[src/ibct_pkg.sv]
// Shared types and constants for the IO block cache table.
// No dependencies; every other file of the block refers to this package.
package ibct_pkg;

  // Field widths of the request and result transfers
  localparam int unsigned REQ_W   = 3;
  localparam int unsigned FILE_W  = 16;
  localparam int unsigned BLOCK_W = 32;
  localparam int unsigned RC_W    = 3;
  localparam int unsigned SLOT_W  = 5;

  typedef enum logic [REQ_W-1:0] {
    REQ_ALLOC    = 3'd0,
    REQ_COMPLETE = 3'd1,
    REQ_FIND     = 3'd2,
    REQ_RELEASE  = 3'd3,
    REQ_INVAL    = 3'd4
  } req_e;

  typedef enum logic [RC_W-1:0] {
    RC_OK         = 3'd0,
    RC_NOT_FOUND  = 3'd1,
    RC_NOT_READY  = 3'd2,
    RC_ALL_LOCKED = 3'd3,
    RC_REF_ERROR  = 3'd4
  } rc_e;

  typedef enum logic [1:0] {
    ST_PENDING  = 2'd0,
    ST_COMPLETE = 2'd1,
    ST_INVALID  = 2'd2
  } status_e;

  typedef enum logic [1:0] {
    S_IDLE  = 2'd0,
    S_MATCH = 2'd1,
    S_EXEC  = 2'd2
  } state_e;

  // Controller commands to the datapath
  typedef struct packed {
    logic capture;  // latch the accepted request
    logic match;    // register the slot compare vectors
    logic exec;     // update the table and load the result register
  } cmd_t;

endpackage

[src/ibct_if.sv]
// Valid/ready channel interfaces for requests and results.
// Depends on ibct_pkg for the field widths.
interface ibct_req_if;
  logic                          valid;
  logic                          ready;
  logic [ibct_pkg::REQ_W-1:0]    req_type;
  logic [ibct_pkg::FILE_W-1:0]   file_id;
  logic [ibct_pkg::BLOCK_W-1:0]  block_idx;

  modport source (output valid, req_type, file_id, block_idx, input ready);
  modport sink   (input valid, req_type, file_id, block_idx, output ready);
endinterface

interface ibct_rsp_if;
  logic                        valid;
  logic                        ready;
  logic [ibct_pkg::RC_W-1:0]   result_code;
  logic [ibct_pkg::SLOT_W-1:0] slot;
  logic                        duplicate_key;
  logic                        in_use_hit;

  modport source (output valid, result_code, slot, duplicate_key, in_use_hit, input ready);
  modport sink   (input valid, result_code, slot, duplicate_key, in_use_hit, output ready);
endinterface

[src/io_block_cache_table.sv]
// IO block cache table: slot table keyed by file id and block number.
// Flow: after the request transfer the match phase registers the compare vectors, then
// the update phase loads the result register. A new request is accepted in the update
// phase of the last one; a waiting result stalls only the update phase.
// Reset: all slots invalid with file id 0 and no references, ring pointer 0.
// Depends on ibct_pkg, ibct_if, ibct_ctrl and ibct_dp.
module io_block_cache_table #(
  parameter int unsigned NUM_SLOTS = 32,
  parameter int unsigned REF_BITS  = 8
) (
  input  logic         clk_i,
  input  logic         rst_ni,
  ibct_req_if.sink     req_i,
  ibct_rsp_if.source   rsp_o
);

  ibct_pkg::cmd_t cmd;

  // Sequencer
  ibct_ctrl u_ctrl (
    .clk_i       (clk_i),
    .rst_ni      (rst_ni),
    .in_valid_i  (req_i.valid),
    .rsp_ready_i (rsp_o.ready),
    .in_ready_o  (req_i.ready),
    .out_valid_o (rsp_o.valid),
    .cmd_o       (cmd)
  );

  // Slot table datapath
  ibct_dp #(
    .NUM_SLOTS (NUM_SLOTS),
    .REF_BITS  (REF_BITS)
  ) u_dp (
    .clk_i           (clk_i),
    .rst_ni          (rst_ni),
    .cmd_i           (cmd),
    .req_type_i      (req_i.req_type),
    .file_id_i       (req_i.file_id),
    .block_idx_i     (req_i.block_idx),
    .result_code_o   (rsp_o.result_code),
    .slot_o          (rsp_o.slot),
    .duplicate_key_o (rsp_o.duplicate_key),
    .in_use_hit_o    (rsp_o.in_use_hit)
  );

endmodule

[src/ibct_ctrl.sv]
// Request sequencer: idle, match and execute phases plus the result valid flag.
// Depends on ibct_pkg for the state and command types.
module ibct_ctrl (
  input  logic              clk_i,
  input  logic              rst_ni,
  input  logic              in_valid_i,
  input  logic              rsp_ready_i,
  output logic              in_ready_o,
  output logic              out_valid_o,
  output ibct_pkg::cmd_t    cmd_o
);

  ibct_pkg::state_e state_q, state_d;
  logic             out_valid_q, out_valid_d;
  logic             out_free;

  // Result register can take a new result this cycle
  assign out_free = !out_valid_q || rsp_ready_i;

  // Next state
  always_comb begin
    state_d = state_q;
    unique case (state_q)
      ibct_pkg::S_IDLE: begin
        if (in_valid_i) state_d = ibct_pkg::S_MATCH;
      end
      ibct_pkg::S_MATCH: begin
        state_d = ibct_pkg::S_EXEC;
      end
      ibct_pkg::S_EXEC: begin
        if (out_free) state_d = in_valid_i ? ibct_pkg::S_MATCH : ibct_pkg::S_IDLE;
      end
      default: state_d = ibct_pkg::S_IDLE;
    endcase
  end

  // Outputs and commands
  always_comb begin
    in_ready_o    = 1'b0;
    cmd_o.match   = 1'b0;
    cmd_o.exec    = 1'b0;
    unique case (state_q)
      ibct_pkg::S_IDLE:  in_ready_o = 1'b1;
      ibct_pkg::S_MATCH: cmd_o.match = 1'b1;
      ibct_pkg::S_EXEC: begin
        in_ready_o = out_free;
        cmd_o.exec = out_free;
      end
      default: in_ready_o = 1'b0;
    endcase
    cmd_o.capture = in_valid_i && in_ready_o;
  end

  // Hold the result valid until its transfer completes
  always_comb begin
    if (cmd_o.exec) out_valid_d = 1'b1;
    else if (rsp_ready_i) out_valid_d = 1'b0;
    else out_valid_d = out_valid_q;
  end

  assign out_valid_o = out_valid_q;

  always_ff @(posedge clk_i or negedge rst_ni) begin
    if (!rst_ni) begin
      state_q     <= ibct_pkg::S_IDLE;
      out_valid_q <= 1'b0;
    end else begin
      state_q     <= state_d;
      out_valid_q <= out_valid_d;
    end
  end

endmodule

[src/ibct_dp.sv]
// Slot table datapath: key store, status and counts, compare vectors,
// ring allocation select and the result register. Depends on ibct_pkg.
module ibct_dp #(
  parameter int unsigned NUM_SLOTS = 32,
  parameter int unsigned REF_BITS  = 8
) (
  input  logic                          clk_i,
  input  logic                          rst_ni,
  input  ibct_pkg::cmd_t                cmd_i,
  input  logic [ibct_pkg::REQ_W-1:0]    req_type_i,
  input  logic [ibct_pkg::FILE_W-1:0]   file_id_i,
  input  logic [ibct_pkg::BLOCK_W-1:0]  block_idx_i,
  output logic [ibct_pkg::RC_W-1:0]     result_code_o,
  output logic [ibct_pkg::SLOT_W-1:0]   slot_o,
  output logic                          duplicate_key_o,
  output logic                          in_use_hit_o
);

  localparam int unsigned IDX_W = (NUM_SLOTS > 1) ? $clog2(NUM_SLOTS) : 1;
  localparam int unsigned EXT_W = (IDX_W > ibct_pkg::SLOT_W) ? IDX_W : ibct_pkg::SLOT_W;
  localparam logic [IDX_W-1:0]    LAST_IDX = IDX_W'(NUM_SLOTS - 1);
  localparam logic [REF_BITS-1:0] REF_MAX  = {REF_BITS{1'b1}};

  // Slot table
  logic [ibct_pkg::FILE_W-1:0]  slot_file_q  [NUM_SLOTS];
  logic [ibct_pkg::BLOCK_W-1:0] slot_block_q [NUM_SLOTS];
  ibct_pkg::status_e            slot_status_q[NUM_SLOTS];
  logic [REF_BITS-1:0]          slot_refs_q  [NUM_SLOTS];
  logic [IDX_W-1:0]             oldest_q, oldest_d;

  // Latched request
  logic [ibct_pkg::REQ_W-1:0]   req_q;
  logic [ibct_pkg::FILE_W-1:0]  fid_q;
  logic [ibct_pkg::BLOCK_W-1:0] blk_q;

  // Registered compare vectors
  logic [NUM_SLOTS-1:0] key_hit_q, file_hit_q, free_q, busy_q;

  // Result register
  logic [ibct_pkg::RC_W-1:0]   rc_q, rc_d;
  logic [ibct_pkg::SLOT_W-1:0] slot_q, slot_d;
  logic                        dup_q, dup_d;
  logic                        inuse_q, inuse_d;

  // Table update controls
  logic                  alloc_we, stat_we, ref_we, inval_we;
  logic [IDX_W-1:0]      upd_idx;
  ibct_pkg::status_e     stat_val;
  logic [REF_BITS-1:0]   ref_val;

  logic [IDX_W-1:0]      hit_idx, free_lo_idx, free_hi_idx, alloc_idx;
  logic [NUM_SLOTS-1:0]  free_hi;
  logic [EXT_W-1:0]      slot_ext;
  logic                  fid_ok;

  // Latch the accepted request
  always_ff @(posedge clk_i) begin
    if (cmd_i.capture) begin
      req_q <= req_type_i;
      fid_q <= file_id_i;
      blk_q <= block_idx_i;
    end
  end

  // Compare every slot against the request key
  always_ff @(posedge clk_i) begin
    if (cmd_i.match) begin
      for (int i = 0; i < NUM_SLOTS; i++) begin
        file_hit_q[i] <= (slot_file_q[i] == fid_q);
        key_hit_q[i]  <= (slot_file_q[i] == fid_q) && (slot_block_q[i] == blk_q);
        free_q[i]     <= (slot_status_q[i] != ibct_pkg::ST_PENDING) &&
                         (slot_refs_q[i] == '0);
        busy_q[i]     <= (slot_refs_q[i] != '0);
      end
    end
  end

  // Lowest matching slot and ring-ordered free slot
  always_comb begin
    hit_idx     = '0;
    free_lo_idx = '0;
    free_hi_idx = '0;
    for (int i = NUM_SLOTS - 1; i >= 0; i--) begin
      free_hi[i] = free_q[i] && (IDX_W'(i) >= oldest_q);
      if (key_hit_q[i]) hit_idx = IDX_W'(i);
      if (free_q[i]) free_lo_idx = IDX_W'(i);
      if (free_hi[i]) free_hi_idx = IDX_W'(i);
    end
    alloc_idx = (|free_hi) ? free_hi_idx : free_lo_idx;
  end

  // Decide the result and the table update
  always_comb begin
    fid_ok   = (fid_q != '0);
    rc_d     = ibct_pkg::RC_NOT_FOUND;
    slot_ext = '0;
    dup_d    = 1'b0;
    inuse_d  = 1'b0;
    alloc_we = 1'b0;
    stat_we  = 1'b0;
    ref_we   = 1'b0;
    inval_we = 1'b0;
    upd_idx  = hit_idx;
    stat_val = ibct_pkg::ST_COMPLETE;
    ref_val  = slot_refs_q[hit_idx];
    oldest_d = oldest_q;
    if (fid_ok) begin
      unique case (req_q)
        ibct_pkg::REQ_ALLOC: begin
          dup_d = |key_hit_q;
          if (|free_q) begin
            alloc_we = 1'b1;
            upd_idx  = alloc_idx;
            rc_d     = ibct_pkg::RC_OK;
            slot_ext = EXT_W'(alloc_idx);
            oldest_d = (alloc_idx == LAST_IDX) ? '0 : alloc_idx + 1'b1;
          end else begin
            rc_d = ibct_pkg::RC_ALL_LOCKED;
          end
        end
        ibct_pkg::REQ_COMPLETE: begin
          if (|key_hit_q) begin
            stat_we  = 1'b1;
            rc_d     = ibct_pkg::RC_OK;
            slot_ext = EXT_W'(hit_idx);
          end
        end
        ibct_pkg::REQ_FIND: begin
          if (|key_hit_q) begin
            slot_ext = EXT_W'(hit_idx);
            if (slot_status_q[hit_idx] != ibct_pkg::ST_COMPLETE) begin
              rc_d = ibct_pkg::RC_NOT_READY;
            end else if (slot_refs_q[hit_idx] == REF_MAX) begin
              rc_d = ibct_pkg::RC_REF_ERROR;
            end else begin
              ref_we  = 1'b1;
              ref_val = slot_refs_q[hit_idx] + 1'b1;
              rc_d    = ibct_pkg::RC_OK;
            end
          end
        end
        ibct_pkg::REQ_RELEASE: begin
          if (|key_hit_q) begin
            slot_ext = EXT_W'(hit_idx);
            if (slot_refs_q[hit_idx] == '0) begin
              rc_d = ibct_pkg::RC_REF_ERROR;
            end else begin
              ref_we  = 1'b1;
              ref_val = slot_refs_q[hit_idx] - 1'b1;
              rc_d    = ibct_pkg::RC_OK;
            end
          end
        end
        ibct_pkg::REQ_INVAL: begin
          inval_we = 1'b1;
          inuse_d  = |(file_hit_q & busy_q);
          if (|file_hit_q) rc_d = ibct_pkg::RC_OK;
        end
        default: rc_d = ibct_pkg::RC_NOT_FOUND;
      endcase
    end
    slot_d = slot_ext[ibct_pkg::SLOT_W-1:0];
  end

  // Update status, counts and the ring pointer
  always_ff @(posedge clk_i or negedge rst_ni) begin
    if (!rst_ni) begin
      oldest_q <= '0;
      for (int i = 0; i < NUM_SLOTS; i++) begin
        slot_file_q[i]   <= '0;
        slot_status_q[i] <= ibct_pkg::ST_INVALID;
        slot_refs_q[i]   <= '0;
      end
    end else if (cmd_i.exec) begin
      oldest_q <= oldest_d;
      for (int i = 0; i < NUM_SLOTS; i++) begin
        if (alloc_we && upd_idx == IDX_W'(i)) begin
          slot_file_q[i]   <= fid_q;
          slot_status_q[i] <= ibct_pkg::ST_PENDING;
        end
        if (stat_we && upd_idx == IDX_W'(i)) slot_status_q[i] <= stat_val;
        if (ref_we && upd_idx == IDX_W'(i)) slot_refs_q[i] <= ref_val;
        if (inval_we && file_hit_q[i]) slot_status_q[i] <= ibct_pkg::ST_INVALID;
      end
    end
  end

  // Block numbers only matter once a slot holds a file id
  always_ff @(posedge clk_i) begin
    if (cmd_i.exec && alloc_we) slot_block_q[upd_idx] <= blk_q;
  end

  // Load the result register
  always_ff @(posedge clk_i) begin
    if (cmd_i.exec) begin
      rc_q    <= rc_d;
      slot_q  <= slot_d;
      dup_q   <= dup_d;
      inuse_q <= inuse_d;
    end
  end

  assign result_code_o   = rc_q;
  assign slot_o          = slot_q;
  assign duplicate_key_o = dup_q;
  assign in_use_hit_o    = inuse_q;

endmodule

[src/flat_wrapper.sv]
// flat-port wrapper written by rule: the top's interface ports become plain ports
module io_block_cache_table_flat 
#(
  parameter int unsigned NUM_SLOTS = 32,
  parameter int unsigned REF_BITS  = 8
)
  (clk_i, rst_ni, req_i_valid, req_i_req_type, req_i_file_id, req_i_block_idx, req_i_ready, rsp_o_valid, rsp_o_result_code, rsp_o_slot, rsp_o_duplicate_key, rsp_o_in_use_hit, rsp_o_ready);
  ibct_req_if req_i_i ();
  ibct_rsp_if rsp_o_i ();
  input  logic clk_i;
  input  logic rst_ni;
  input wire logic [$bits(req_i_i.valid)-1:0] req_i_valid;
  input wire logic [$bits(req_i_i.req_type)-1:0] req_i_req_type;
  input wire logic [$bits(req_i_i.file_id)-1:0] req_i_file_id;
  input wire logic [$bits(req_i_i.block_idx)-1:0] req_i_block_idx;
  output wire logic [$bits(req_i_i.ready)-1:0] req_i_ready;
  output wire logic [$bits(rsp_o_i.valid)-1:0] rsp_o_valid;
  output wire logic [$bits(rsp_o_i.result_code)-1:0] rsp_o_result_code;
  output wire logic [$bits(rsp_o_i.slot)-1:0] rsp_o_slot;
  output wire logic [$bits(rsp_o_i.duplicate_key)-1:0] rsp_o_duplicate_key;
  output wire logic [$bits(rsp_o_i.in_use_hit)-1:0] rsp_o_in_use_hit;
  input wire logic [$bits(rsp_o_i.ready)-1:0] rsp_o_ready;
  assign req_i_i.valid = req_i_valid;
  assign req_i_i.req_type = req_i_req_type;
  assign req_i_i.file_id = req_i_file_id;
  assign req_i_i.block_idx = req_i_block_idx;
  assign req_i_ready = req_i_i.ready;
  assign rsp_o_valid = rsp_o_i.valid;
  assign rsp_o_result_code = rsp_o_i.result_code;
  assign rsp_o_slot = rsp_o_i.slot;
  assign rsp_o_duplicate_key = rsp_o_i.duplicate_key;
  assign rsp_o_in_use_hit = rsp_o_i.in_use_hit;
  assign rsp_o_i.ready = rsp_o_ready;
  io_block_cache_table #(.NUM_SLOTS(NUM_SLOTS), .REF_BITS(REF_BITS)) u_core (.clk_i(clk_i), .rst_ni(rst_ni), .req_i(req_i_i), .rsp_o(rsp_o_i));
endmodule
[config.mk]
export PLATFORM = sky130hd
export DESIGN_NAME = io_block_cache_table_flat
export DESIGN_NICKNAME = d
export VERILOG_FILES = /design/src/ibct_pkg.sv /design/src/ibct_if.sv /design/src/io_block_cache_table.sv /design/src/ibct_ctrl.sv /design/src/ibct_dp.sv /design/src/flat_wrapper.sv
export SDC_FILE = /design/constraint.sdc
export NUM_CORES = 2
export LEC_CHECK = 0
export BUFFER_PORTS_ARGS = -buffer_cell sky130_fd_sc_hd__buf_2
export CAP_MARGIN = 20
export CORE_MARGIN = 8
export CORE_UTILIZATION = 55
export DETAILED_ROUTE_END_ITERATION = 8
export GPL_ROUTABILITY_DRIVEN = 0
export PLACE_DENSITY = 0.68
export RECOVER_POWER = 25
export SLEW_MARGIN = 20
export SYNTH_ARGS = -nofsm -noshare
export SYNTH_HDL_FRONTEND = slang
export SYNTH_SLANG_ARGS = --single-unit
export TNS_END_PERCENT = 1
[constraint.sdc]
create_clock -name clk_i -period 9.7 [get_ports clk_i]
set_input_delay 1.94 -clock clk_i [delete_from_list [all_inputs] [get_ports clk_i]]
set_output_delay 1.94 -clock clk_i [all_outputs]
set_load 0.01 [all_outputs]
# After elaboration in Yosys (flattened, before gate mapping)
# Memories as Yosys holds them, arrays and structs flattened.
# Index checks and enable logic that the tools add are counted.
# word_totals
regBits,1029
ram_bits,1024
in_bits,55
out_inout_bits,12
word_cells,971
memories,1
# classes
add_sub_neg,3
order_cmp,33
eq_ne,106
muxes,248
n_bitwise,2
n_reduce_logical,468
# memory_table
name,depth,word_bits,rd,rd_ports_with_merged_regs,wr,line,text
u_core.u_dp.slot_block_q,32,32,32,0,1,ibct_dp.sv:26,logic [ibct_pkg::BLOCK_W-1:0] slot_block_q [NUM_SLOTS];
# op_table
cell,n
== test 32 bit,32
two-way mux 5 bit,103
== test 16 bit,32
zero test 8 bit,33
nonzero test 8 bit,32
logical AND 1 bit,226
two-way mux 2 bit,101
AND reduction 2 bit,99
OR reduction 32 bit,5
nonzero test 3 bit,32
"== test 5 bit, second input constant",17
">= comparator 5 bit, first input constant",16
nonzero test 2 bit,33
two-way mux 8 bit,8
binary-select mux 8 bit (select 5 bit),1
"== test 5 x 4 -> 1 bit, second input constant",8
">= comparator 4 x 5 -> 1 bit, first input constant",8
AND 32 bit,1
two-way mux 1 bit,23
"== test 5 x 3 -> 1 bit, second input constant",4
">= comparator 3 x 5 -> 1 bit, first input constant",4
one-hot mux 8 bit (2 select lines),1
nonzero test 16 bit,1
two-way mux 3 bit,5
29 further kinds,35

# Logic depth before layout (Yosys ltp)
# logic_depth
depth_word,44
ltp_mapped,21
depth_no_buf,16

# Hierarchy
# From an unflattened synthesis, not the netlist that was laid out.
# unflattened
hier_cells,6717
area_unflattened_um2,93246.9
# by_module_without_submodules
mod,instances,cells_per_inst,area_each_um2,seq_area_each_um2
ibct_dp,1,6701,93093.0,57410.1
ibct_ctrl,1,16,153.9,75.1

# Worst setup path after synthesis
# Ideal clock, no wire load.
# synth_timing
path_kind,register to register
startpoint,reg u_core.u_ctrl.state_q[1]
endpoint,reg u_core.u_ctrl.state_q[1]
setup_time_ns,0.110
arrival_time_ns,6.616
required_ns,9.590
setup_slack_ns,2.973
stages_incl_launch_ff,3
n_path_buf,0
period_less_slack_ns,6.727
cell_sequence,dfrtp_1 nor2b_1 o21bai_1
# synth_via
elab_chain_len,3
word_cells_on_any_way,7
cone_classes,eq/ne: 4; mux: 1; reduce/logical: 2
# synth_rtl
element,line,text
"start, declared",ibct_ctrl.sv:13,"ibct_pkg::state_e state_q, state_d;"
"start signal, assigned",ibct_ctrl.sv:65,state_q <= ibct_pkg::S_IDLE;
"start signal, assigned",ibct_ctrl.sv:68,state_q <= state_d;
== test 2 bit or zero test 2 bit (tied branches),ibct_ctrl.sv:23,unique case (state_q)
!= test 2 bit (no source line),-,
AND reduction 2 bit (no source line),-,
# Parallel ways exist; a longest one is shown, timed or not.
# A chain may end at the register's enable or synchronous reset.

# Worst setup path after layout
# layout_timing
startpoint,reg u_core.u_dp.key_hit_q[6]
endpoint,reg u_core.u_dp.slot_refs_q[127] in the netlist's numbering
# layout_via
elab_chain_len,19
word_cells_on_any_way,40
cone_classes,add/sub: 2; eq/ne: 3; mux: 30; bitwise: 1; reduce/logical: 4
# layout_rtl
element,line,text
"start, declared",ibct_dp.sv:37,"logic [NUM_SLOTS-1:0] key_hit_q, file_hit_q, free_q, busy_q;"
"start signal, assigned by index",ibct_dp.sv:70,key_hit_q[i] <= (slot_file_q[i] == fid_q) && (slot_block_q[i] == blk_q);
"parallel branches: the longest is 19 deep, another holds adder 8 x 1 -> 8 bit",-,
"end signal, assigned by index",ibct_dp.sv:182,if (ref_we && upd_idx == IDX_W'(i)) slot_refs_q[i] <= ref_val;
"end, declared",ibct_dp.sv:28,logic [REF_BITS-1:0] slot_refs_q [NUM_SLOTS];
# Several ways; the timed one is not identified. The select of a mux whose other input is x is not followed.

==> flow_metrics.env <==
export IMPL_worstMarginPinSlew_ps=5420
export IMPL_place_area_um2=96700
export IMPL_core_area_um2=169000
export IMPL_peakVddDrop_mv=0.210
export IMPL_ys_ff_latch=2053
export IMPL_drt_iter0_drc=6378
export IMPL_synth_distinct_cells=99
export IMPL_cts_hold_buf=0
export IMPL_post_place_ws_ps=2870
export IMPL_endpoint_kind="flop"
export IMPL_wirelength_um=250000
export IMPL_rsz0062_at_grt="no"
export IMPL_io_pin_count=67
export IMPL_grt_pass1_vias=56500
export IMPL_finalHoldViolations=0
export IMPL_grtUsageMet2_pct=41.8
export IMPL_die_h_um=428
export IMPL_max_slew_margin_pct=-262
export IMPL_htree_levels=4
export IMPL_clock_fmax_ghz=0.142
export IMPL_clk_pin_slew_ps=60
export IMPL_dieWidth_um=428
export IMPL_die_area_um2=183000
export IMPL_cts_num_sinks=2053
export IMPL_setup_total_negative_slack_ps=0
export IMPL_post_route_worst_setup_slack_ps=2650
export IMPL_drc_errors=0
export IMPL_fin_crit_sh_pct=72.7
export IMPL_syn_nets=6730
export IMPL_ys_async_sr_fraction_pct=40.9
export IMPL_final_min_clock_period_ps=7050
export IMPL_status="finished with violations"
export IMPL_avgRoutedWirePerCell_um=27.3
export IMPL_yosys_most_used_dff="edfxtp_1"
export IMPL_fin_cells=9152
export IMPL_cts_tree="built"
export IMPL_clockBufferDepth=3
export IMPL_setup_viol=0
export IMPL_dpl_cell_count=8764
export IMPL_met1_usage_pct=37.5
export IMPL_vias_per_cell=6.15
export IMPL_first_pass_iters=8
export IMPL_io_buffers=66
export IMPL_post_cts_setup_buffer_count=0
export IMPL_p_per_area_nw_per_um2=190
export IMPL_vias=56300
export IMPL_grt_pass1_wl_um=372000
export IMPL_clk_latency_ps=860
export IMPL_nets=6815
export IMPL_antenna_left=0
export IMPL_overflow=0
export IMPL_numCtsBuffers=207
export IMPL_grtUsageMet3_pct=5.82
export IMPL_grt_max_degree=167
export IMPL_violations="capacitance limit, slew limit"
export IMPL_antenna_found_initial=17
export IMPL_synth_cells=6670
export IMPL_crit_fanout=43
export IMPL_cp_required_ps=10400
export IMPL_drv_slew=1971
export IMPL_critPathLaunchType="flop"
export IMPL_skew_ps=54.7
export IMPL_hp_class="reg -> reg"
export IMPL_syn_to_final_growth_pct=10.8
export IMPL_dpl_hpwl_um=156000
export IMPL_synth_seq_area_share_pct=61.7
export IMPL_root_buffer="clkbuf_16"
export IMPL_fin_area_um2=103000
export IMPL_synth_edf_count=1213
export IMPL_rows=151
export IMPL_drive_gt1_share_pct=19.7
export IMPL_syn_area_um2=93200
export IMPL_critPathKind="reg -> reg"
export IMPL_avgSynthCellArea_um2=14.0
export IMPL_grt_busiest_layer="met2"
export IMPL_grt_usage_pct=27.1
export IMPL_arrival_ps=7750
export IMPL_cts_resized=0
export IMPL_max_cap_viol_count=57
export IMPL_start_util_pct=55.2
export IMPL_synth_warnings=0
export IMPL_p_leak_nw=38.0
-- critical path: stages (launching register included) --
cell      delay [ps]
edfxtp_1         450
or3b_1           410
a311oi_2         360
a21oi_2          130
a21oi_4          660
nand2_4          580
mux2i_1          250
a2111o_1         450
or4_1            620
inv_1            200
ha_1             180
inv_1             40
or3_1            480
nor4_4           370
o22a_1           870
buf_4            370
nor4_4           130
mux2_4           340
-- flip-flops by register name, summed over array words and instances, names as in the netlist --
name and flops:
u_core.u_dp.result_code_o 3, u_core.u_ctrl.state_q 2, u_core.u_dp.busy_q 32, u_core.u_dp.file_hit_q 32, u_core.u_dp.slot_o 5, u_core.u_dp.blk_q 32, u_core.u_dp.req_q 3, u_core.u_dp.fid_q 16
u_core.u_dp.slot_file_q 512, u_core.u_dp.slot_status_q 64, u_core.u_dp.in_use_hit_o 1, u_core.u_dp.free_q 32, u_core.u_dp.slot_block_q 1024, u_core.u_ctrl.out_valid_o 1, u_core.u_dp.key_hit_q 32, u_core.u_dp.duplicate_key_o 1
u_core.u_dp.oldest_q 5, u_core.u_dp.slot_refs_q 256
-- worst paths after layout --
kind	from	end	slack, ps	cells past startpoint
max reg2reg	u_core.u_dp.key_hit_q[6]	u_core.u_dp.slot_refs_q[127]	2650	17
min	u_core.u_dp.slot_status_q[41]	u_core.u_dp.slot_status_q[41]	470	2
min reg2reg	u_core.u_dp.slot_status_q[41]	u_core.u_dp.slot_status_q[41]	470	2
max in group asynchronous	rst_ni	u_core.u_dp.slot_refs_q[138]	2800	3
max	u_core.u_dp.key_hit_q[6]	u_core.u_dp.slot_refs_q[127]	2650	17
min in group asynchronous	rst_ni	u_core.u_ctrl.state_q[1]	3100	1
-- where the power goes --
part,internal (mW),total [mW],switching (mW)
logic,0.633,1.91,1.28
registers,9.56,9.76,0.203
clock network,4.50,7.91,3.41
-- stage by stage --
stage                     util (%)  hold slack [ps]  power [mW]
after floorplan                  -              443        11.1
after global placement        57.3              453        11.7
after detailed placement      57.3              459        11.8
after CTS                     61.2              469        19.7
after global routing          61.1              491        20.2
final                         61.1              470        19.6
-- placed cells by master, fill, tap and decap left out, types with 19 or more instances in the layout --
| cell | netlist | layout |
|---|---|---|
| clkbuf_8 | 0 | 19 |
| nor2_1 | 185 | 173 |
| nor4_2 | 4 | 20 |
| o211ai_1 | 20 | 20 |
| mux2_4 | 57 | 57 |
| nor3_1 | 27 | 24 |
| mux2i_1 | 79 | 79 |
| buf_2 | 49 | 64 |
| clkinv_2 | 0 | 32 |
| nand4_1 | 405 | 405 |
| nor4_4 | 11 | 22 |
| inv_1 | 42 | 37 |
| and3_1 | 41 | 41 |
| mux2_1 | 71 | 71 |
| clkbuf_1 | 213 | 112 |
| a21oi_1 | 53 | 52 |
| clkbuf_16 | 0 | 209 |
| edfxtp_1 | 1213 | 1213 |
| dfstp_2 | 32 | 32 |
| o21ai_0 | 101 | 101 |
| nand3_1 | 78 | 78 |
| buf_4 | 5 | 135 |
| clkinv_1 | 3 | 38 |
| nor4_1 | 195 | 168 |
| nand2_1 | 270 | 267 |
| nand2b_1 | 24 | 24 |
| dfrtp_1 | 808 | 808 |
| mux2_2 | 651 | 651 |
| a22oi_1 | 20 | 20 |
| xnor2_1 | 1539 | 1538 |
-- cells in the mapped netlist (11+ instances only) --
cell      count  share of area, %
a31oi_1      16              0.11
a32oi_1      15              0.14
and3_1       41              0.28
dfstp_2      32              0.90
buf_1       116              0.47
mux2_2      651               7.9
nor4_4       11              0.25
dfrtp_1     808                22
nor4_1      195               1.3
or4_1        18              0.14
inv_1        42              0.17
xnor2_1    1539                14
nand3_1      78              0.42
a211oi_1     16              0.13
nand3b_1     14              0.11
o31ai_1      13              0.10
a221oi_1     13              0.12
nand4_1     405               2.7
buf_2        49              0.26
nor2_1      185              0.75
mux2i_1      79              0.85
a21oi_1      53              0.28
o21ai_0     101              0.54
mux2_4       57              0.92
or3_1        11             0.074
clkbuf_1    213              0.86
nand2_1     270               1.1
a22oi_1      20              0.16
edfxtp_1   1213                39
mux2_1       71              0.86
o211ai_1     20              0.16
nand2b_1     24              0.16
nor3_1       27              0.14
nor2b_1      19              0.13
and2_1       13             0.087
-- metal layers --
layer	wire (um)	up-vias	part of all wire, %
met3	20700	654	8.3
met1	105000	28600	42
met2	112000	2490	45
li1	-	24500	-
met4	12300	6	4.9
met5	42	-	0.017
-- area by class of cell --
class	instances	area, um^2
fill	13000	65700
sequential	2053	57500
multi-input combinational	4185	34400
clock buffer	281	5690
tap	2218	2780
timing repair buffer	262	1630
clock inverter	101	1020
inverter	46	173
antenna	6	15.0
-- kinds of logic (layout without fill, tap and decap cells) --
group / count (synthesis) / in the layout / synth area share (%)
xor+xnor: 1541 / 1541 / 14.5
compound gates: 414 / 414 / 3.16
simple gates: 1363 / 1363 / 8.17
fa+ha+maj: 5 / 5 / 0.0671
buf+inv: 432 / 690 / 1.85
other cells: 0 / 6 / 0
mux: 862 / 862 / 10.6
flops: 2053 / 2053 / 61.7
No activity file was read; power rests on OpenSTA's default activity.
